--- src/master_gain_soft_clip_peak_defines.svh ---
// ----------------------------------------------------------------------------
// master gain soft clip peak: assertion macros
// shared concurrent check forms, clocked on i_clk, off while i_rst_n is low
// ----------------------------------------------------------------------------
`ifndef MASTER_GAIN_SOFT_CLIP_PEAK_DEFINES_SVH
`define MASTER_GAIN_SOFT_CLIP_PEAK_DEFINES_SVH

// same-cycle implication
`define MGSCP_ASSERT_IMP(lbl, ante, cons, msg) \
    lbl: assert property (@(posedge i_clk) disable iff (!i_rst_n) (ante) |-> (cons)) \
        else $error(msg);

// next-cycle implication
`define MGSCP_ASSERT_NXT(lbl, ante, cons, msg) \
    lbl: assert property (@(posedge i_clk) disable iff (!i_rst_n) (ante) |=> (cons)) \
        else $error(msg);

`endif

--- src/mgscp_pkg.sv ---
// ----------------------------------------------------------------------------
// mgscp_pkg
// shared constants and types of the master gain, soft clip and peak block
// ----------------------------------------------------------------------------
`timescale 1ns / 1ps

package mgscp_pkg;

    localparam int GAIN_W    = 16;
    localparam int GAIN_FRAC = 14;
    localparam int MUL_CNT_W = $clog2(GAIN_W);

    localparam logic [GAIN_W-1:0] GAIN_MAX   = 16'd32768;
    localparam logic [GAIN_W-1:0] GAIN_RESET = 16'd16384;

    typedef struct packed {
        logic busy;
        logic done;
    } t_div_stat;

endpackage

--- src/mgscp_recip.sv ---
// ----------------------------------------------------------------------------
// mgscp_recip
// restoring divider for 2^(2F) / d, one quotient bit per cycle, d > 2^F
// ----------------------------------------------------------------------------
`timescale 1ns / 1ps
`include "master_gain_soft_clip_peak_defines.svh"

module mgscp_recip
    import mgscp_pkg::*;
#(
    parameter int FRACTION_BITS = 20
) (
    input  logic                       i_clk,
    input  logic                       i_rst_n,
    input  logic                       i_start,
    input  logic [FRACTION_BITS+3:0]   i_divisor,
    output logic [FRACTION_BITS-1:0]   o_quot,
    output t_div_stat                  o_stat
);

    localparam int D_W   = FRACTION_BITS + 4;
    localparam int CNT_W = $clog2(FRACTION_BITS);

    localparam logic [D_W-1:0] REM_INIT = D_W'(1) << FRACTION_BITS;

    logic                     r_busy, n_busy;
    logic                     r_done, n_done;
    logic [CNT_W-1:0]         r_cnt, n_cnt;
    logic [D_W-1:0]           r_rem, n_rem;
    logic [D_W-1:0]           r_div, n_div;
    logic [FRACTION_BITS-1:0] r_quot, n_quot;

    logic [D_W:0] rem_two;
    logic [D_W:0] rem_sub;
    logic         q_bit;

    always_comb begin
        rem_two = {r_rem, 1'b0};
        rem_sub = rem_two - {1'b0, r_div};
        q_bit   = (rem_two >= {1'b0, r_div});

        n_busy = r_busy;
        n_done = 1'b0;
        n_cnt  = r_cnt;
        n_rem  = r_rem;
        n_div  = r_div;
        n_quot = r_quot;

        if (i_start) begin
            n_busy = 1'b1;
            n_cnt  = CNT_W'(FRACTION_BITS - 1);
            n_rem  = REM_INIT;
            n_div  = i_divisor;
        end else if (r_busy) begin
            n_rem  = q_bit ? rem_sub[D_W-1:0] : rem_two[D_W-1:0];
            n_quot = {r_quot[FRACTION_BITS-2:0], q_bit};
            n_cnt  = r_cnt - CNT_W'(1);
            if (r_cnt == '0) begin
                n_busy = 1'b0;
                n_done = 1'b1;
            end
        end
    end

    always_ff @(posedge i_clk) begin
        if (!i_rst_n) begin
            r_busy <= 1'b0;
            r_done <= 1'b0;
            r_cnt  <= '0;
        end else begin
            r_busy <= n_busy;
            r_done <= n_done;
            r_cnt  <= n_cnt;
        end
        r_rem  <= n_rem;
        r_div  <= n_div;
        r_quot <= n_quot;
    end

    assign o_quot      = r_quot;
    assign o_stat.busy = r_busy;
    assign o_stat.done = r_done;

    `MGSCP_ASSERT_IMP(a_start_div_big, i_start, i_divisor > REM_INIT, "divisor not above one")
    `MGSCP_ASSERT_IMP(a_rem_below_div, r_busy, r_rem < r_div, "remainder not below divisor")
    `MGSCP_ASSERT_NXT(a_last_step_done, r_busy && !i_start && r_cnt == '0, r_done && !r_busy,
        "divider did not finish")

endmodule

--- src/master_gain_soft_clip_peak.sv ---
// ----------------------------------------------------------------------------
// master_gain_soft_clip_peak
// master gain, saturation, 1/y soft clip and per-block peak meter
// ----------------------------------------------------------------------------
// data path: an input beat steps through IDLE, MUL and SAT, then through DIV when the
//   soft clip divider runs, and OUT, which waits for a free output register
// sample flow: one sample at a time, a new beat is taken only in IDLE; paced by
//   the 16-step shift-add gain multiplier and the bit-serial reciprocal divider
// reset: synchronous, active low; gain back to unity, peak cleared, no beat out
// ----------------------------------------------------------------------------
`timescale 1ns / 1ps
`include "master_gain_soft_clip_peak_defines.svh"

module master_gain_soft_clip_peak
    import mgscp_pkg::*;
#(
    parameter int FRACTION_BITS = 20
) (
    input  logic                                          i_clk,
    input  logic                                          i_rst_n,
    // config write channel: master_gain
    input  logic                                          i_cfg_valid,
    output logic                                          o_cfg_ready,
    input  logic [GAIN_W-1:0]                             i_cfg_data,
    // input stream
    input  logic                                          s_axis_tvalid,
    output logic                                          s_axis_tready,
    // tdata: mixed_sample
    input  logic [((FRACTION_BITS+4+7)/8)*8-1:0]          s_axis_tdata,
    // tlast: last_of_block
    input  logic                                          s_axis_tlast,
    // output stream
    output logic                                          m_axis_tvalid,
    input  logic                                          m_axis_tready,
    // tdata: clipped_sample, block_peak
    output logic [((2*FRACTION_BITS+3+7)/8)*8-1:0]        m_axis_tdata,
    // tlast: peak_valid
    output logic                                          m_axis_tlast
);

    localparam int IN_W        = FRACTION_BITS + 4;
    localparam int OUT_W       = FRACTION_BITS + 2;
    localparam int PEAK_W      = FRACTION_BITS + 1;
    localparam int ACC_W       = IN_W + GAIN_W;
    localparam int FLR_W       = ACC_W - GAIN_FRAC;
    localparam int Q_W         = FLR_W + 1;
    localparam int OUT_TDATA_W = ((OUT_W + PEAK_W + 7) / 8) * 8;

    localparam logic [Q_W-1:0]    SAT_NEG = Q_W'(1) << (FRACTION_BITS + 3);
    localparam logic [Q_W-1:0]    SAT_POS = SAT_NEG - Q_W'(1);
    localparam logic [PEAK_W-1:0] ONE_Q   = PEAK_W'(1) << FRACTION_BITS;
    localparam logic [IN_W-1:0]   ONE_IN  = IN_W'(1) << FRACTION_BITS;

    localparam logic [2:0] ST_IDLE = 3'd0;
    localparam logic [2:0] ST_MUL  = 3'd1;
    localparam logic [2:0] ST_SAT  = 3'd2;
    localparam logic [2:0] ST_DIV  = 3'd3;
    localparam logic [2:0] ST_OUT  = 3'd4;

    logic [2:0]           r_state, n_state;
    logic [GAIN_W-1:0]    r_gain, n_gain;
    logic [MUL_CNT_W-1:0] r_cnt, n_cnt;
    logic [ACC_W-1:0]     r_prod, n_prod;
    logic [IN_W-1:0]      r_mag, n_mag;
    logic                 r_neg, n_neg;
    logic                 r_last, n_last;
    logic [PEAK_W-1:0]    r_omag, n_omag;
    logic [PEAK_W-1:0]    r_peak, n_peak;
    logic                 r_o_valid, n_o_valid;
    logic [OUT_W-1:0]     r_o_sample, n_o_sample;
    logic [PEAK_W-1:0]    r_o_peak, n_o_peak;
    logic                 r_o_last, n_o_last;

    logic [IN_W-1:0]          in_x;
    logic [IN_W:0]            mul_sum;
    logic [Q_W-1:0]           q_mag;
    logic [Q_W-1:0]           q_lim;
    logic [Q_W-1:0]           q_sat;
    logic [IN_W-1:0]          y_mag;
    logic                     div_start;
    logic [FRACTION_BITS-1:0] div_quot;
    t_div_stat                div_stat;
    logic [PEAK_W-1:0]        peak_max;
    logic                     in_beat;
    logic                     out_free;

    mgscp_recip #(
        .FRACTION_BITS (FRACTION_BITS)
    ) u_recip (
        .i_clk     (i_clk),
        .i_rst_n   (i_rst_n),
        .i_start   (div_start),
        .i_divisor (y_mag),
        .o_quot    (div_quot),
        .o_stat    (div_stat)
    );

    always_comb begin
        in_x    = s_axis_tdata[IN_W-1:0];
        in_beat = s_axis_tvalid && (r_state == ST_IDLE);
        out_free = !r_o_valid || m_axis_tready;

        // shift-add step: add multiplicand to the high half, shift right
        mul_sum = {1'b0, r_prod[ACC_W-1:GAIN_W]} + (r_prod[0] ? {1'b0, r_mag} : '0);

        // negative products round toward minus infinity: ceil on the magnitude
        q_mag = {1'b0, r_prod[ACC_W-1:GAIN_FRAC]}
              + Q_W'(r_neg && (r_prod[GAIN_FRAC-1:0] != '0));
        q_lim = r_neg ? SAT_NEG : SAT_POS;
        q_sat = (q_mag > q_lim) ? q_lim : q_mag;
        y_mag = q_sat[IN_W-1:0];
        div_start = (r_state == ST_SAT) && (y_mag > ONE_IN);

        peak_max = (r_omag > r_peak) ? r_omag : r_peak;

        n_state    = r_state;
        n_gain     = r_gain;
        n_cnt      = r_cnt;
        n_prod     = r_prod;
        n_mag      = r_mag;
        n_neg      = r_neg;
        n_last     = r_last;
        n_omag     = r_omag;
        n_peak     = r_peak;
        n_o_valid  = r_o_valid && !m_axis_tready;
        n_o_sample = r_o_sample;
        n_o_peak   = r_o_peak;
        n_o_last   = r_o_last;

        if (i_cfg_valid) begin
            n_gain = (i_cfg_data > GAIN_MAX) ? GAIN_MAX : i_cfg_data;
        end

        case (r_state)
            ST_IDLE: begin
                if (in_beat) begin
                    n_neg   = in_x[IN_W-1];
                    n_mag   = in_x[IN_W-1] ? (~in_x + IN_W'(1)) : in_x;
                    n_last  = s_axis_tlast;
                    n_prod  = {IN_W'(0), r_gain};
                    n_cnt   = MUL_CNT_W'(GAIN_W - 1);
                    n_state = ST_MUL;
                end
            end
            ST_MUL: begin
                n_prod = {mul_sum, r_prod[GAIN_W-1:1]};
                n_cnt  = r_cnt - MUL_CNT_W'(1);
                if (r_cnt == '0) begin
                    n_state = ST_SAT;
                end
            end
            ST_SAT: begin
                if (div_start) begin
                    n_state = ST_DIV;
                end else begin
                    n_omag  = y_mag[PEAK_W-1:0];
                    n_state = ST_OUT;
                end
            end
            ST_DIV: begin
                if (div_stat.done) begin
                    n_omag  = ONE_Q - {1'b0, div_quot};
                    n_state = ST_OUT;
                end
            end
            ST_OUT: begin
                if (out_free) begin
                    n_o_valid  = 1'b1;
                    n_o_sample = r_neg ? (OUT_W'(0) - OUT_W'(r_omag)) : OUT_W'(r_omag);
                    n_o_last   = r_last;
                    n_o_peak   = r_last ? peak_max : '0;
                    n_peak     = r_last ? '0 : peak_max;
                    n_state    = ST_IDLE;
                end
            end
            default: begin
                n_state = ST_IDLE;
            end
        endcase
    end

    always_ff @(posedge i_clk) begin
        if (!i_rst_n) begin
            r_state   <= ST_IDLE;
            r_gain    <= GAIN_RESET;
            r_cnt     <= '0;
            r_peak    <= '0;
            r_o_valid <= 1'b0;
        end else begin
            r_state   <= n_state;
            r_gain    <= n_gain;
            r_cnt     <= n_cnt;
            r_peak    <= n_peak;
            r_o_valid <= n_o_valid;
        end
        r_prod     <= n_prod;
        r_mag      <= n_mag;
        r_neg      <= n_neg;
        r_last     <= n_last;
        r_omag     <= n_omag;
        r_o_sample <= n_o_sample;
        r_o_peak   <= n_o_peak;
        r_o_last   <= n_o_last;
    end

    assign o_cfg_ready   = 1'b1;
    assign s_axis_tready = (r_state == ST_IDLE);
    assign m_axis_tvalid = r_o_valid;
    assign m_axis_tdata  = OUT_TDATA_W'({r_o_peak, r_o_sample});
    assign m_axis_tlast  = r_o_last;

    `MGSCP_ASSERT_IMP(a_peak_only_last, m_axis_tvalid && !m_axis_tlast, r_o_peak == '0,
        "block peak shown on a beat that is not last")
    `MGSCP_ASSERT_IMP(a_div_done_in_div, div_stat.done, r_state == ST_DIV,
        "divider finished outside the clip step")
    `MGSCP_ASSERT_NXT(a_beat_starts_mul, s_axis_tvalid && s_axis_tready, r_state == ST_MUL,
        "accepted beat did not start the multiply")

endmodule
--- config.mk ---
export PLATFORM = sky130hd
export DESIGN_NAME = master_gain_soft_clip_peak
export DESIGN_NICKNAME = d
export VERILOG_FILES = /design/src/mgscp_pkg.sv /design/src/mgscp_recip.sv /design/src/master_gain_soft_clip_peak.sv
export VERILOG_INCLUDE_DIRS = /design/src /design/src/src
export SDC_FILE = /design/constraint.sdc
export NUM_CORES = 1
export LEC_CHECK = 0
export ABC_AREA = 1
export BUFFER_PORTS_ARGS = -buffer_cell sky130_fd_sc_hd__buf_2
export CAP_MARGIN = 15
export CELL_PAD_IN_SITES_DETAIL_PLACEMENT = 1
export CELL_PAD_IN_SITES_GLOBAL_PLACEMENT = 2
export CORE_AREA = 2 2 215 217
export DETAILED_ROUTE_END_ITERATION = 8
export DIE_AREA = 0 0 217 219
export GPL_TIMING_DRIVEN = 0
export PLACE_DENSITY = 0.89
export SETUP_SLACK_MARGIN = 0.05
export SKIP_CTS_REPAIR_TIMING = 1
export SYNTH_ARGS = -nofsm -noshare
export SYNTH_HDL_FRONTEND = slang
export SYNTH_SLANG_ARGS = --single-unit
--- constraint.sdc ---
create_clock -name i_clk -period 5.76 [get_ports i_clk]
set_input_delay 0.288 -clock i_clk [delete_from_list [all_inputs] [get_ports i_clk]]
set_output_delay 0.288 -clock i_clk [all_outputs]
set_load 0.05 [all_outputs]
Word level (Yosys, flattened, before mapping)
Index checks and enable logic that the tools add are counted.
{"block": "op_classes", "addsub": 8, "multipliers": 0, "div": 0, "order_cmp": 5, "eq_ne": 9, "n_shift": 0, "muxes": 30, "n_bitwise": 4, "reduce_logical": 22}
{"cell": "2-to-1 mux 21 bit", "n": 5}
{"cell": "2-to-1 mux 24 bit", "n": 4}
{"cell": "case mux 40 bit (2 select lines)", "n": 1}
{"cell": "case mux 21 bit (2 select lines)", "n": 1}
{"cell": "2-to-1 mux 40 bit", "n": 1}
{"cell": "adder 26 x 1 -> 27 bit", "n": 1}
{"cell": "> comparator 27 x 24 -> 1 bit", "n": 1}
{"cell": "adder 24 x 24 -> 25 bit", "n": 1}
{"cell": "greater-or-equal comparator 25 x 24 -> 1 bit", "n": 1}
{"cell": "adder 24 x 1 -> 24 bit, second input constant", "n": 1}
{"cell": "> comparator 24 x 21 -> 1 bit, second input constant", "n": 1}
{"cell": "inverter 24 bit", "n": 1}
{"cell": "subtractor 24 bit", "n": 1}
{"cell": "2-to-1 mux 23 bit", "n": 1}
{"cell": "subtractor 1 x 21 -> 22 bit, first input constant", "n": 1}
{"cell": "> comparator 21 bit", "n": 1}
{"cell": "subtractor 21 x 20 -> 21 bit, first input constant", "n": 1}
{"cell": "> comparator 16 bit, second input constant", "n": 1}
{"cell": "2-to-1 mux 16 bit", "n": 1}
{"cell": "2-to-1 mux 3 bit", "n": 5}
{"cell": "case mux 3 bit (5 select lines)", "n": 1}
{"cell": "nonzero test 14 bit", "n": 1}
{"cell": "2-to-1 mux 5 bit", "n": 2}
{"cell": "case mux 4 bit (2 select lines)", "n": 1}
{"cell": "22 further kinds", "n": 42}
{"block": "word_totals", "regBits": 251, "latch_bits": 0, "ramBits": 0, "rom_bits": 0, "in_bits": 46, "output_inout_bits": 52, "elab_cells": 100, "mem_count": 0}

Longest topological paths before layout
Gate-level depths: netlist of run 1.
{"block": "logic_depth", "word_depth": 9, "ltp_mapped": 38, "depth_no_buf": 36}

Cells and area by module
A second synthesis of run 1 with hierarchy kept.
{"block": "unflattened", "hier_cells": 2022, "area_unflattened_um2": 15901.5}
{"module": "master_gain_soft_clip_peak", "n_inst": 1, "cells_per_inst": 1380, "area_each_um2": 11232.0, "seq_area_each_um2": 4834.6}
{"module": "mgscp_recip", "n_inst": 1, "cells_per_inst": 642, "area_each_um2": 4669.5, "seq_area_each_um2": 1941.9}

Least setup slack after synthesis of run 1
Ideal clock, no wire load.
{"block": "synth_path", "kind": "register to register", "start": "register r_neg", "end": "register r_omag[0] (enable)", "setup_time_ns": 0.376, "arrival_ns": 5.054, "required_time_ns": 5.384, "setup_slack_ns": 0.330, "stages_incl_launch_ff": 26, "path_buffers": 3, "period_less_slack_ns": 5.430, "path_cell_list": "edfxtp_1 -> inv_1 -> buf_1 -> a31oi_1 -> ha_1 -> nand3_1 -> inv_2 -> nand2_1 -> nor3_1 -> nand3_1 -> nor2_1 -> xnor2_1 -> inv_1 -> ha_1 -> nand2_1 -> or4_1 -> nor2_1 -> nand3_1 -> nand2_4 -> buf_8 -> nand3_2 -> or3_4 -> nand3_4 -> buf_6 -> nand2_4 -> inv_1"}
{"block": "synth_between", "elab_chain_cells": 8, "word_cells_on_any_way": 9, "classes_between": "add/sub (1); order compare (2); eq/ne (1); mux (2); reduce/logical (3)"}
{"element": "from (decl)", "line": "master_gain_soft_clip_peak.sv:65", "text": "logic r_neg, n_neg;"}
{"element": "from (signal assigned)", "line": "master_gain_soft_clip_peak.sv:198", "text": "r_neg <= n_neg;"}
{"element": "logical AND 1 bit", "line": "master_gain_soft_clip_peak.sv:108", "text": "+ Q_W'(r_neg && (r_prod[GAIN_FRAC-1:0] != '0));"}
{"element": "adder 26 x 1 -> 27 bit", "line": "master_gain_soft_clip_peak.sv:108"}
{"element": "> comparator 27 x 24 -> 1 bit", "line": "master_gain_soft_clip_peak.sv:110", "text": "q_sat = (q_mag > q_lim) ? q_lim : q_mag;"}
{"element": "2-to-1 mux 24 bit (*)", "line": "master_gain_soft_clip_peak.sv:110"}
{"element": "> comparator 24 x 21 -> 1 bit (*)", "line": "master_gain_soft_clip_peak.sv:112", "text": "div_start = (r_state == ST_SAT) && (y_mag > ONE_IN);"}
{"element": "logical AND 1 bit (*)", "line": "master_gain_soft_clip_peak.sv:112"}
{"element": "inequality test 2 bit (no source line) (*)"}
{"element": "AND reduction 3 bit (no source line) (*)"}
{"element": "to (signal assigned)", "line": "master_gain_soft_clip_peak.sv:200", "text": "r_omag <= n_omag;"}
{"element": "to (decl)", "line": "master_gain_soft_clip_peak.sv:67", "text": "logic [PEAK_W-1:0] r_omag, n_omag;"}
Every way passes the cells marked *; elsewhere a longest branch is shown, timed or not.
A chain may end at the register's enable or synchronous reset.

Worst setup path in the final report of run 1
{"block": "layout_path", "start": "register r_neg", "end": "register r_omag[16] (enable)"}
{"block": "layout_between", "elab_chain_cells": 8, "word_cells_on_any_way": 9, "classes_between": "add/sub (1); order compare (2); eq/ne (1); mux (2); reduce/logical (3)"}
{"element": "logical AND 1 bit", "line": "master_gain_soft_clip_peak.sv:108"}
{"element": "adder 26 x 1 -> 27 bit", "line": "master_gain_soft_clip_peak.sv:108"}
{"element": "> comparator 27 x 24 -> 1 bit", "line": "master_gain_soft_clip_peak.sv:110"}
{"element": "2-to-1 mux 24 bit (*)", "line": "master_gain_soft_clip_peak.sv:110"}
{"element": "via q_sat[5]", "line": "master_gain_soft_clip_peak.sv:78", "text": "logic [Q_W-1:0] q_sat;"}
{"element": "> comparator 24 x 21 -> 1 bit (*)", "line": "master_gain_soft_clip_peak.sv:112"}
{"element": "logical AND 1 bit (*)", "line": "master_gain_soft_clip_peak.sv:112"}
{"element": "inequality test 2 bit (no source line) (*)"}
{"element": "AND reduction 3 bit (no source line) (*)"}
Mark *: on every way through the listed nets, which the timed path passes. The rest lies on a longest branch.

==> summary by stage, run 1 <==
Global route
The busiest metal layer after global routing is met2. The total congestion overflow after global routing is 0. The met3 global-route usage is under 10%.

In the global route stage, met1 resource usage came out at a little over a fifth. The first global-routing pass estimated slightly below 70000 µm of wire. For this run, the total global-route usage over all layers was measured as 17.56%. The number of antenna violations at the first check in global routing came to 0.

The via count of the first global-routing pass is 13270. The maximum number of pins on one net before global-route repair is 42. The met2 capacity usage during global routing is 32.47%.

Place
Routability-driven placement finished with a final weighted congestion of between 0.8 and 0.9. The sum of net half-perimeters after detailed placement is 32690 µm. The total of buffers placed on input and output ports is slightly below 90. After detailed placement, the design holds a cell count of around 2600. The minimum setup slack after placement is -1.676 ns.

Layout
Leaving out fill and tap cells, the most frequent cell in the layout is sky130_fd_sc_hd__nand2_1. The post-route netlist has 10.47% of its cells at a drive strength greater than 1. The synthesis-to-finish area growth is 16.84%. Measured on the finished design, the core utilization comes to about two fifths. The final antenna diode count is 0. In the layout the commonest cells are sky130_fd_sc_hd__nand2_1 (419), sky130_fd_sc_hd__inv_1 (269), sky130_fd_sc_hd__edfxtp_1 (175), sky130_fd_sc_hd__nor2_1 (170), sky130_fd_sc_hd__o21ai_0 (167).

The non-filler instance count after layout is 2654. For this run, the post-layout net count is 2179.

Floorplanning
The floorplan step set the die height to around 220 µm. After floorplanning, the core was divided into 78 placement rows. The floorplan step defined a core boundary enclosing 45090 µm². a little under 100 I/O pins were placed. The die covers between 40000 and 50000 µm². From left edge to right edge, the die measures between 200 and 250 µm. The initial core utilization is about 34%.

CTS
Clock tree synthesis selected as its root buffer the cell sky130_fd_sc_hd__clkbuf_16. Clock-pin slew was measured on the worst setup and hold paths at roughly 0.06 ns. TritonCTS built the clock tree. The number of sinks handled by clock tree synthesis is 251.

CTS built an H-tree with a depth of 1. The total CTS buffers is 29. For the worst-skew pair, the clock arrives at the later sink with an insertion delay of 0.60 ns.

In this run the deepest clock path goes through 3 buffers.

Power
Dividing total power by cell area gives a power density of between 500 and 600 nW/µm². The peak supply drop is approximately 270 µV. The leakage power is approximately 7.7 nW.

The total chip power is approximately 0.009 W.

Yosys
The synthesized design contains between 150 and 200 enable-type register cells. The share of flip-flops with an asynchronous set or reset after synthesis is 0%. The synthesized design contains between 200 and 300 register bits.

The dominant synthesized flop cell is sky130_fd_sc_hd__edfxtp_1. The count of yosys warnings during synthesis is 0. The sequential share of the synthesized area is between 40 and 50%. The area of the mapped netlist is between 15000 and 20000 µm².

The number of library cell types mapped by synthesis is 54. The synthesized area divided by synthesized cell count is around 8.1 µm². The post-synthesis instance total is around 1900.

Critical path
On the critical path, the stage with the largest delay is an instance of sky130_fd_sc_hd__edfxtp_1. The worst setup path startpoint is r_neg. The start-to-end type of the worst setup path is reg -> reg. The critical path's top delay family is simple AND/OR/NAND/NOR gates.

STA puts the critical path data required time at between 6 and 7 ns. The endpoint identified for the worst register-to-register timing path is r_omag[16]. The logic depth of the worst register-to-register path is 28.

For the worst setup path, the data arrival time is 5.66 ns. The most common cell type on the critical path is sky130_fd_sc_hd__nand2_1. The critical path depth in cells is 28. STA classifies the critical path endpoint as a flop. The buffers plus inverters on the worst setup path is 7.

The startpoint identified for the worst register-to-register timing path is r_neg. In this run the worst setup path terminates at r_omag[16]. Setup slack on the worst reg-to-reg path comes out at 0.39 ns.

Along the worst path, the maximum fanout reaches 10. The maximum cell stage delay along the critical path is 0.54 ns. The type of origin of the critical path is a flop.

STA
The headroom to the max-slew limit is just under 40%. Setup violations remaining at the end of the flow were counted as 0. The final-report max-slew violation count is 0. Hold timing on the final database bottoms out at a slack of -0.01606 ns. The transition at the pin with the smallest max-transition slack is roughly 0.92 ns.

Timing would allow up to 0.1861 GHz. The clock period minus final worst setup slack is approximately 5.4 ns. The smallest setup slack after layout is approximately 0.39 ns. The post-route clock skew is around 0.020 ns.

The portion of the clock cycle consumed by the worst path in the final layout is between 90% and 100%. The hold violation total from the final report came to 2.

Flow run
Across the run, the number of max-cap violations was 0.

Routing
The via total after detailed routing is about 13000. After detailed routing, the average wire length per cell comes to 16.14 µm. The total wire length after detailed routing is 42830 µm. In the routed design, unresolved DRC markers number 0. The number of detailed-routing iterations run before antenna repair is 5. The number of routed nets with antenna violations is 0.

After the first detailed-routing iteration, the DRC count stood at roughly 540. Dividing the detail-routed via count by the number of cells gives between 4 and 5.

Worst hold path
The worst hold path was traced through 3 stages. The path category of the worst min-delay check is in -> reg.

Status
The checks that failed: hold timing. The run finished, with violations left.
through the flow:
| step | cell area [µm²] | TNS [ns] |
|---|---|---|
| after detailed placement | 16470 | -146.39 |
| after global routing | 17780 | -0.05798 |
| final | 17780 | 0 |
| after global placement | 16430 | -120.48 |
| after floorplan | 15230 | 0 |
| after CTS | 17440 | -148.68 |
cells in the mapped netlist (all sizes together) (2+ instances only):
| cell | n | area [µm²] |
|---|---|---|
| o211ai | 4 | 30.03 |
| edfxtp | 175 | 5255 |
| nor4 | 14 | 87.58 |
| buf | 18 | 122.6 |
| xor2 | 63 | 551.8 |
| a31oi | 15 | 93.84 |
| conb | 2 | 7.510 |
| ha | 100 | 1251 |
| dfxtp | 76 | 1521 |
| a21boi | 2 | 15.01 |
| xnor2 | 30 | 262.8 |
| nand2 | 428 | 1637 |
| o221ai | 2 | 17.52 |
| nor2 | 178 | 693.2 |
| a211oi | 3 | 22.52 |
| or4 | 2 | 15.01 |
| o21ai | 169 | 845.8 |
| nor3 | 40 | 200.2 |
| fa | 2 | 40.04 |
| nand3b | 4 | 30.03 |
| a21oi | 121 | 613.1 |
| clkbuf | 40 | 150.1 |
| o2111ai | 2 | 17.52 |
| o31ai | 4 | 30.03 |
| or2 | 5 | 31.28 |
| inv | 277 | 1040 |
| o41ai | 2 | 17.52 |
| o21bai | 3 | 22.52 |
| o22ai | 20 | 125.1 |
| o21a | 2 | 15.01 |
| and2 | 2 | 12.52 |
| nand3 | 49 | 277.8 |
| nand4 | 17 | 106.4 |
report_power, final:
| part | internal [W] | total [W] | switching (W) |
|---|---|---|---|
| combinational | 0.00127 | 0.00405 | 0.00278 |
| sequential | 0.00264 | 0.00301 | 0.000376 |
| clock | 0.00110 | 0.00190 | 0.000798 |
| total | 0.00501 | 0.00896 | 0.00396 |
sequential cells by signal, indices dropped and copies added (netlist names), 3 cells and up:
signal          count
r_prod             40
r_mag              24
u_recip.r_div      24
u_recip.r_rem      24
r_o_sample         22
r_o_peak           21
r_omag             21
r_peak             21
u_recip.o_quot     20
r_gain             16
u_recip.r_cnt       5
r_cnt               4
r_state             3
cell type report:
| class | count | area (µm²) |
|---|---|---|
| multi-input combinational | 1296 | 7226 |
| fill | 5524 | 27310 |
| buffer | 58 | 277.8 |
| clock inverter | 19 | 196.4 |
| sequential | 251 | 6777 |
| timing repair buffer | 112 | 678.2 |
| timing repair inverter | 6 | 45.04 |
| inverter | 277 | 1054 |
| tap | 600 | 750.7 |
| clock buffer | 35 | 778.2 |
cells by family after synthesis:
family	after synthesis	synth area share, %
AND/OR/NAND/NOR	742	20.47
AO/OA/AOI/OAI	353	12.50
buffers and inverters	335	8.624
flip-flops	251	44.52
adder cells (fa/ha/maj)	102	8.484
XOR/XNOR	93	5.352
other	2	0.04934
worst min-delay path by stage:
stage	endpoint	from	slack [ns]
2_1_floorplan	r_last	s_axis_tlast	0.39
3_3_place_gp	u_recip.o_quot[5]	u_recip.o_quot[4]	0.44
3_5_place_dp	u_recip.o_quot[5]	u_recip.o_quot[4]	0.44
4_1_cts	r_last	s_axis_tlast	-0.14
5_1_grt	r_gain[12]	i_cfg_data[12]	0.001
6_report	r_gain[12]	i_cfg_data[12]	-0.02
worst register-to-register path: cells and delay by family, from the launching register on:
kind,cells,cell delay (ns)
fa+ha+maj,2,0.50
flops,1,0.54
xor+xnor,1,0.15
buf+inv,7,1.14
compound gates,1,0.20
simple gates,17,2.54
routing by layer:
layer / vias up / part of all wire (%) / wire [µm]
li1: 6522 / - / -
met3: 56 / 3.2 / 1392
met1: 6213 / 44 / 19010
met5: - / 0 / 0
met4: 0 / 2.1 / 913
met2: 173 / 50 / 21520
(Power assumes the default switching activity.)
==> inputs of run 2 (changes only) <==
--- a/config.mk
+++ b/config.mk
@@ -11,11 +11,12 @@
 export CAP_MARGIN = 15
 export CELL_PAD_IN_SITES_DETAIL_PLACEMENT = 1
 export CELL_PAD_IN_SITES_GLOBAL_PLACEMENT = 2
-export CORE_AREA = 2 2 215 217
+export CORE_AREA = 2 2 204 206
+export CTS_BUF_LIST = sky130_fd_sc_hd__clkbuf_4 sky130_fd_sc_hd__clkbuf_8
 export DETAILED_ROUTE_END_ITERATION = 8
-export DIE_AREA = 0 0 217 219
+export DIE_AREA = 0 0 206 208
 export GPL_TIMING_DRIVEN = 0
-export PLACE_DENSITY = 0.89
+export PLACE_DENSITY = 0.93
 export SETUP_SLACK_MARGIN = 0.05
 export SKIP_CTS_REPAIR_TIMING = 1
 export SYNTH_ARGS = -nofsm -noshare
==> constraint.sdc (replaced) <==
create_clock -name i_clk -period 5.07 [get_ports i_clk]
set_input_delay 0.2535 -clock i_clk [delete_from_list [all_inputs] [get_ports i_clk]]
set_output_delay 0.2535 -clock i_clk [all_outputs]
set_load 0.05 [all_outputs]
==> summary by stage, run 2 (synthesized netlist as in run 1, its figures left out) <==
Status
Run status: finished with violations (unchanged). Violated checks: hold timing (unchanged).

Routing
The post-route DRC violation count is 0 (unchanged). The total wire length after detailed routing is 45060 µm (was 42830 µm). The number of detailed-routing iterations run before antenna repair is 5 (unchanged). The via total after detailed routing is 13580 (was 12960). The via density per instance is 5.094 (was 4.885). The number of DRC violations after detailed-routing iteration 0 is 653 (was 544). The wire length per cell is 16.90 µm (was 16.14 µm). The number of routed nets with antenna violations came to 0 (unchanged).

STA
Setup repair after global routing could not meet its margin everywhere. The maximum clock frequency is 0.1977 GHz (was 0.1861 GHz). The portion of the clock cycle consumed by the worst path in the final layout was 99.78% (was 93.27%). The headroom to the max-slew limit is 40.87% (was 38.93%). The clock period minus final worst setup slack is 5.059 ns (was 5.372 ns). The final total negative setup slack is 0 ns (unchanged). The post-route clock skew came to 0.02692 ns (was 0.02015 ns). The transition at the pin with the smallest max-transition slack is 0.8857 ns (was 0.9161 ns).

The smallest setup slack after layout was 0.01125 ns (was 0.3877 ns). The worst hold margin was -0.03994 ns (was -0.01606 ns). The final-report max-slew violation count is 0 (unchanged). The final setup violation count is 0 (unchanged). The hold violation total from the final report was 1 (was 2).

Layout
The number of fill cells came to 4959 (was 5524). The synthesis-to-finish area growth is 21.95% (was 16.84%). The number of flip-flops in the largest register is 40 (unchanged). The largest register by flop count is r_prod (unchanged). The most common cell after layout, fill and taps aside was sky130_fd_sc_hd__nand2_1 (unchanged). The proportion of layout cells with a drive suffix above 1 came to 14.71% (was 10.47%). The area taken by multi-input logic gates was 7559 µm² (was 7226 µm²). The number of nets in the layout is 2246 (was 2179).

The area occupied by registers is 6777 µm² (unchanged). The final antenna diode count was 0 (unchanged). Most frequent cells in the layout: sky130_fd_sc_hd__nand2_1 (403), sky130_fd_sc_hd__inv_1 (267), sky130_fd_sc_hd__edfxtp_1 (175), sky130_fd_sc_hd__o21ai_0 (166), sky130_fd_sc_hd__nor2_1 (162) (was sky130_fd_sc_hd__nand2_1 (419), sky130_fd_sc_hd__inv_1 (269), sky130_fd_sc_hd__edfxtp_1 (175), sky130_fd_sc_hd__nor2_1 (170), sky130_fd_sc_hd__o21ai_0 (167)). The non-filler instance count after layout was 2666 (was 2654).

Place
The sum of net half-perimeters after detailed placement was 32770 µm (was 32690 µm). The minimum setup slack after placement is -1.381 ns (was -1.676 ns). The cell count after placement is 2505 (was 2573). The total of buffers placed on input and output ports was 89 (unchanged). The final RePlAce weighted congestion is 0.8468 (was 0.8734).

Global route
The number of antenna violations at the first check in global routing was 0 (unchanged). The met1 routing resource usage after global routing is 23.63% (was 21.56%). The busiest metal layer after global routing is met2 (unchanged). The global-route wire length before repair is 68250 µm (was 67560 µm). The met2 capacity usage during global routing is 35.29% (was 32.47%).

The total congestion overflow after global routing was 0 (unchanged). The met3 global-route usage was 3.336% (was 2.051%). The via count of the first global-routing pass is 13860 (was 13270).

The total global-route track usage is 19.77% (was 17.56%). The maximum number of pins on one net before global-route repair is 42 (unchanged).

Floorplanning
The die height was 208 µm (was 219 µm). The area of the placeable core is 40550 µm² (was 45090 µm²). The placement row count is 74 (was 78). The overall die area is 42850 µm² (was 47520 µm²). The initial core utilization is 37.53% (was 33.76%). The count of boundary I/O pins is 98 (unchanged).

The die width is 206 µm (was 217 µm).

CTS
The total CTS buffers is 46 (was 29). The H-tree depth is 2 (was 1). The TritonCTS clock tree is yes (unchanged). The buffer type at the clock tree root was sky130_fd_sc_hd__clkbuf_8 (was sky130_fd_sc_hd__clkbuf_16). The clock input transition at the sequential cells of the worst setup and hold paths is 0.06 ns (about the same). The number of sinks handled by clock tree synthesis was 251 (unchanged).

The clock latency on the worst-skew pair was 0.62 ns (was 0.60 ns). The number of buffers between clock root and the deepest sink is 3 (unchanged).

Critical path
The largest driver fanout on the critical path came to 8 (was 10). The maximum cell stage delay along the critical path is 0.56 ns (was 0.54 ns). The start-to-end type of the worst setup path is reg -> reg (unchanged).

The type of origin of the critical path is a flop (unchanged). The element type at the critical path end is a flop (unchanged). The data arrival time of the worst path came to 5.39 ns (was 5.66 ns). The most common cell type on the critical path is sky130_fd_sc_hd__nand2_1 (unchanged). The required time reported for the critical path endpoint is 5.40 ns (was 6.05 ns).

The cell with the biggest individual delay on the critical path is sky130_fd_sc_hd__edfxtp_1 (unchanged).

Flow run
The max-capacitance violation count came to 0 (unchanged).

Power
The peak supply drop was 202.3 µV (was 272.3 µV). The leakage power was 8.089 nW (was 7.713 nW). The power per unit of standard cell area is 570.5 nW/µm² (was 504.0 nW/µm²).

Worst hold path
The path category of the worst min-delay check was in -> reg (unchanged).
==> run 2: cell count changes in the layout (fill, tap and decap cells not counted), sizes merged <==
cell | previous run | this run
inv | 277 | 276
nand2 | 428 | 429
clkinv | 9 | 16
buf | 117 | 142
dlygate4sd3 | 13 | 35
clkbuf | 75 | 104
clkinvlp | 13 | 10
==> run 2: power by group <==
part | internal, W | leakage (nW) | switching [W]
registers | 0.00300 | 2.27 | 0.000461
logic | 0.00168 | 5.30 | 0.00337
clock network | 0.00117 | 0.520 | 0.000897
total | 0.00586 | 8.09 | 0.00473
==> run 2: worst paths after layout <==
path                      startpoint                 end  slack, ns  cells past startpoint
setup / recovery               r_neg          r_omag[14]       0.01                     33
hold / removal        i_cfg_data[15]          r_gain[15]      -0.04                      3
setup reg to reg               r_neg          r_omag[14]       0.01                     33
hold reg to reg   u_recip.o_quot[15]  u_recip.o_quot[16]       0.46                      0
==> run 2: area by class of cell <==
cell class | instances | share of cell area [%]
plain buffers | 57 | 1.658
multi-input cells | 1297 | 40.72
clock inverters | 21 | 1.018
well taps | 532 | 3.586
inverters | 277 | 5.676
flip-flops and latches | 251 | 36.51
clock buffers | 63 | 4.267
repair inverters | 7 | 0.2831
repair buffers | 161 | 6.276
==> run 2: metal layers <==
metal	vias up	wire length, µm
met1	6562	19020
met5	-	0
met4	0	1487
met2	251	22920
met3	105	1639
li1	6663	-
==> run 2: stage by stage <==
step / instance area (µm²) / hold slack, ns / total power, W / util (%)
after floorplan: 15300 / 0.3524 / 0.006546 / -
after global placement: 16410 / 0.4404 / 0.007774 / 40.46
after detailed placement: 16450 / 0.4528 / 0.007984 / 40.56
after CTS: 17430 / -0.1981 / 0.01011 / 42.97
after global routing: 18560 / -0.001614 / 0.01141 / 45.77
final: 18560 / -0.03994 / 0.01059 / 45.77
==> run 2: critical path, delay by kind of cell (launching register included) <==
kind            cells  cell delay, ns
simple gates       19            2.35
buf+inv            10            1.20
flops               1            0.56
fa+ha+maj           2            0.43
compound gates      2            0.22
==> inputs of run 3 (changes only) <==
--- a/config.mk
+++ b/config.mk
@@ -16,7 +16,7 @@
 export DETAILED_ROUTE_END_ITERATION = 8
 export DIE_AREA = 0 0 206 208
 export GPL_TIMING_DRIVEN = 0
-export PLACE_DENSITY = 0.93
+export PLACE_DENSITY_LB_ADDON = 0.1
 export SETUP_SLACK_MARGIN = 0.05
 export SKIP_CTS_REPAIR_TIMING = 1
 export SYNTH_ARGS = -nofsm -noshare
==> summary by stage, run 3 (synthesized netlist as in run 1, its figures left out) <==
Power
The leakage power is 8.188 nW (was 8.089 nW). The power per unit of standard cell area is 566.6 nW/µm² (was 570.5 nW/µm²). The peak supply drop came to 190.2 µV (was 202.3 µV). The fraction of power consumed by sequential logic is 32.6% (was 32.7%). The switching part of the total power came to 44.56% (was 44.69%).

The switching power of the nets is 0.004734 W (was 0.004731 W). The cell internal power dissipation is 0.005890 W (was 0.005857 W). The clock network fraction of design power is 18.8% (was 19.6%). The share of total power in combinational logic is 48.7% (was 47.8%).

Routing
The total wire length after detailed routing was 45490 µm (was 45060 µm). The number of DRC violations after detailed-routing iteration 0 is 614 (was 653). The post-route DRC violation count is 0 (unchanged). The number of detailed-routing iterations run before antenna repair was 5 (unchanged). The via density per instance came to 4.954 (was 5.094). The number of routed nets with antenna violations is 0 (unchanged). The via total after detailed routing was 13280 (was 13580). The wire length per cell was 16.97 µm (was 16.90 µm).

Floorplanning
The initial core utilization is 37.53% (unchanged). The placement row count was 74 (unchanged). The area of the placeable core is 40550 µm² (unchanged). The die width is 206 µm (unchanged).

The die height came to 208 µm (unchanged). The count of boundary I/O pins is 98 (unchanged). The overall die area is 42850 µm² (unchanged).

Critical path
The flop-to-flop setup slack is 0.06 ns (was 0.01 ns). The logic depth of the worst register-to-register path is 25 (was 33). The capture point of the worst reg-to-reg path is u_recip.o_quot[7] (was r_omag[14]). The start-to-end type of the worst setup path is reg -> reg (unchanged).

The data arrival time of the worst path is 5.33 ns (was 5.39 ns). The type of origin of the critical path is a flop (unchanged). The required time reported for the critical path endpoint is 5.39 ns (was 5.40 ns). The worst setup path startpoint is r_neg (unchanged). The launch point of the worst reg-to-reg path is r_neg (unchanged).

The largest driver fanout on the critical path is 8 (unchanged). The end point of the critical path is u_recip.o_quot[7] (was r_omag[14]). The element type at the critical path end is a flop (unchanged).

Layout
The final antenna diode count is 0 (unchanged). The largest register by flop count is r_prod (unchanged). The synthesis-to-finish area growth is 23.20% (was 21.95%). The post-route standard cell area excluding fillers is 18750 µm² (was 18560 µm²). Most frequent cells in the layout: sky130_fd_sc_hd__nand2_1 (399), sky130_fd_sc_hd__inv_1 (266), sky130_fd_sc_hd__edfxtp_1 (175), sky130_fd_sc_hd__o21ai_0 (166), sky130_fd_sc_hd__nor2_1 (162) (was sky130_fd_sc_hd__nand2_1 (403), sky130_fd_sc_hd__inv_1 (267), sky130_fd_sc_hd__edfxtp_1 (175), sky130_fd_sc_hd__o21ai_0 (166), sky130_fd_sc_hd__nor2_1 (162)). The number of flip-flops in the largest register is 40 (unchanged).

The number of nets in the layout is 2261 (was 2246). The share of the core filled with cells is 46.24% (was 45.77%). The number of fill cells is 4918 (was 4959).

The most common cell after layout, fill and taps aside is sky130_fd_sc_hd__nand2_1 (unchanged). The proportion of layout cells with a drive suffix above 1 is 15.50% (was 14.71%).

STA
The hold violation total from the final report came to 0 (was 1). The transition at the pin with the smallest max-transition slack is 0.9074 ns (was 0.8857 ns). RSZ-0062 raised after global routing: yes (unchanged).

The smallest setup slack after layout is 0.05898 ns (was 0.01125 ns). The clock period minus final worst setup slack is 5.011 ns (was 5.059 ns). The headroom to the max-slew limit is 39.51% (was 40.87%).

The maximum clock frequency was 0.1996 GHz (was 0.1977 GHz). The final setup violation count came to 0 (unchanged). The post-route clock skew came to 0.02590 ns (was 0.02692 ns). The final-report max-slew violation count is 0 (unchanged).

The portion of the clock cycle consumed by the worst path in the final layout came to 98.84% (was 99.78%).

CTS
The total CTS buffers is 47 (was 46). The number of sinks handled by clock tree synthesis is 251 (unchanged). The number of buffers between clock root and the deepest sink is 3 (unchanged). The buffer type at the clock tree root is sky130_fd_sc_hd__clkbuf_8 (unchanged). The TritonCTS clock tree was yes (unchanged). The clock latency on the worst-skew pair is 0.63 ns (was 0.62 ns). The H-tree depth is 2 (unchanged). The clock input transition at the sequential cells of the worst setup and hold paths was 0.06 ns (about the same).

Place
The minimum setup slack after placement was -1.510 ns (was -1.381 ns). The sum of net half-perimeters after detailed placement is 33420 µm (was 32770 µm). The total of buffers placed on input and output ports is 89 (unchanged). The post-place instance area came to 16470 µm² (was 16450 µm²). The final RePlAce weighted congestion is 0.8265 (was 0.8468).

Global route
The total global-route track usage was 20.13% (was 19.77%). The number of antenna violations at the first check in global routing is 0 (unchanged). The via count of the first global-routing pass is 12890 (was 13860).

The global-route wire length before repair is 68370 µm (was 68250 µm). The maximum number of pins on one net before global-route repair is 38 (was 42). The total congestion overflow after global routing is 0 (unchanged).

Worst hold path
The path category of the worst min-delay check is in -> reg (unchanged).

Status
Run status: finished clean (was finished with violations).

Flow run
The max-capacitance violation count is 0 (unchanged).
## run 3: cell count changes in the layout (fill, tap and decap cells not counted), moves of 2 or more
cell,change
sky130_fd_sc_hd__clkbuf_4,+10
sky130_fd_sc_hd__buf_12,+7
sky130_fd_sc_hd__buf_4,+5
sky130_fd_sc_hd__buf_6,+4
sky130_fd_sc_hd__nand2_1,-4
sky130_fd_sc_hd__clkbuf_8,-3
sky130_fd_sc_hd__clkinv_1,-3
sky130_fd_sc_hd__clkinvlp_4,-3
sky130_fd_sc_hd__dlygate4sd3_1,+3
sky130_fd_sc_hd__nand2_2,+3
sky130_fd_sc_hd__buf_8,-2
sky130_fd_sc_hd__bufinv_16,-2
## run 3: worst min path at each step
stage / startpoint / end / cells after the start
after global routing: s_axis_tdata[1] / r_mag[1] / 3
after detailed placement: s_axis_tlast / r_last / 1
after global placement: u_recip.o_quot[15] / u_recip.o_quot[16] / 0
final: i_cfg_data[6] / r_gain[6] / 3
after floorplan: s_axis_tlast / r_last / 0
after CTS: s_axis_tlast / r_last / 1
## run 3: stage by stage
stage	cells	hold slack [ns]	TNS [ns]	power, W
after global placement	2503	0.4366	-125.04	0.007895
after floorplan	1882	0.3524	0	0.006546
after detailed placement	2506	0.4398	-139.67	0.008050
after CTS	2591	-0.2335	-144.86	0.01011
after global routing	2681	0.02291	-11.91	0.01150
final	2681	0.03066	0	0.01062
## run 3: power by group through the flow
| stage | Combinational, W | Sequential [W] | Clock [W] |
|---|---|---|---|
| floorplan | 0.00311 | 0.00344 | 0 |
| global placement | 0.00442 | 0.00347 | 0 |
| detailed placement | 0.00458 | 0.00347 | 0 |
| CTS | 0.00460 | 0.00343 | 0.00207 |
| global route | 0.00581 | 0.00353 | 0.00215 |
| finish | 0.00517 | 0.00346 | 0.00200 |
## run 3: layer usage
layer	vias to the layer above	GRT usage [%]	wire, µm
li1	6706	-	-
met1	6315	26.18	20260
met2	193	34.36	22290
met3	69	3.336	1680
met4	0	5.567	1258
met5	-	0	0
## run 3: area by class of cell
type,instances,area [µm²],share of cell area (%)
Multi-Input combinational cell,1296,7577,40.41
Timing Repair inverter,4,30.03,0.1601
Timing Repair Buffer,179,1399,7.460
Sequential cell,251,6777,36.14
Clock buffer,70,825.8,4.404
Clock inverter,15,101.3,0.5405
Buffer,57,321.6,1.715
Inverter,277,1054,5.619
Tap cell,532,665.6,3.550
## run 3: critical path: stages (launching register included)
cell and delay, ns:
sky130_fd_sc_hd__edfxtp_1 0.54, sky130_fd_sc_hd__inv_4 0.10, sky130_fd_sc_hd__buf_12 0.16, sky130_fd_sc_hd__a31oi_4 0.16, sky130_fd_sc_hd__ha_4 0.19, sky130_fd_sc_hd__ha_4 0.15
sky130_fd_sc_hd__nand2_4 0.06, sky130_fd_sc_hd__nor2_4 0.20, sky130_fd_sc_hd__nand2_4 0.10, sky130_fd_sc_hd__nor2_4 0.16, sky130_fd_sc_hd__nand3_4 0.11, sky130_fd_sc_hd__xnor2_4 0.19
sky130_fd_sc_hd__ha_4 0.30, sky130_fd_sc_hd__nand2_1 0.09, sky130_fd_sc_hd__or4_1 0.48, sky130_fd_sc_hd__nor2_1 0.13, sky130_fd_sc_hd__nand3_2 0.14, sky130_fd_sc_hd__nand3_4 0.17
sky130_fd_sc_hd__clkbuf_16 0.18, sky130_fd_sc_hd__nand2_4 0.07, sky130_fd_sc_hd__or3_4 0.34, sky130_fd_sc_hd__nand3_4 0.14, sky130_fd_sc_hd__buf_12 0.13, sky130_fd_sc_hd__nand2_8 0.05
sky130_fd_sc_hd__clkinvlp_4 0.19, sky130_fd_sc_hd__clkbuf_16 0.18
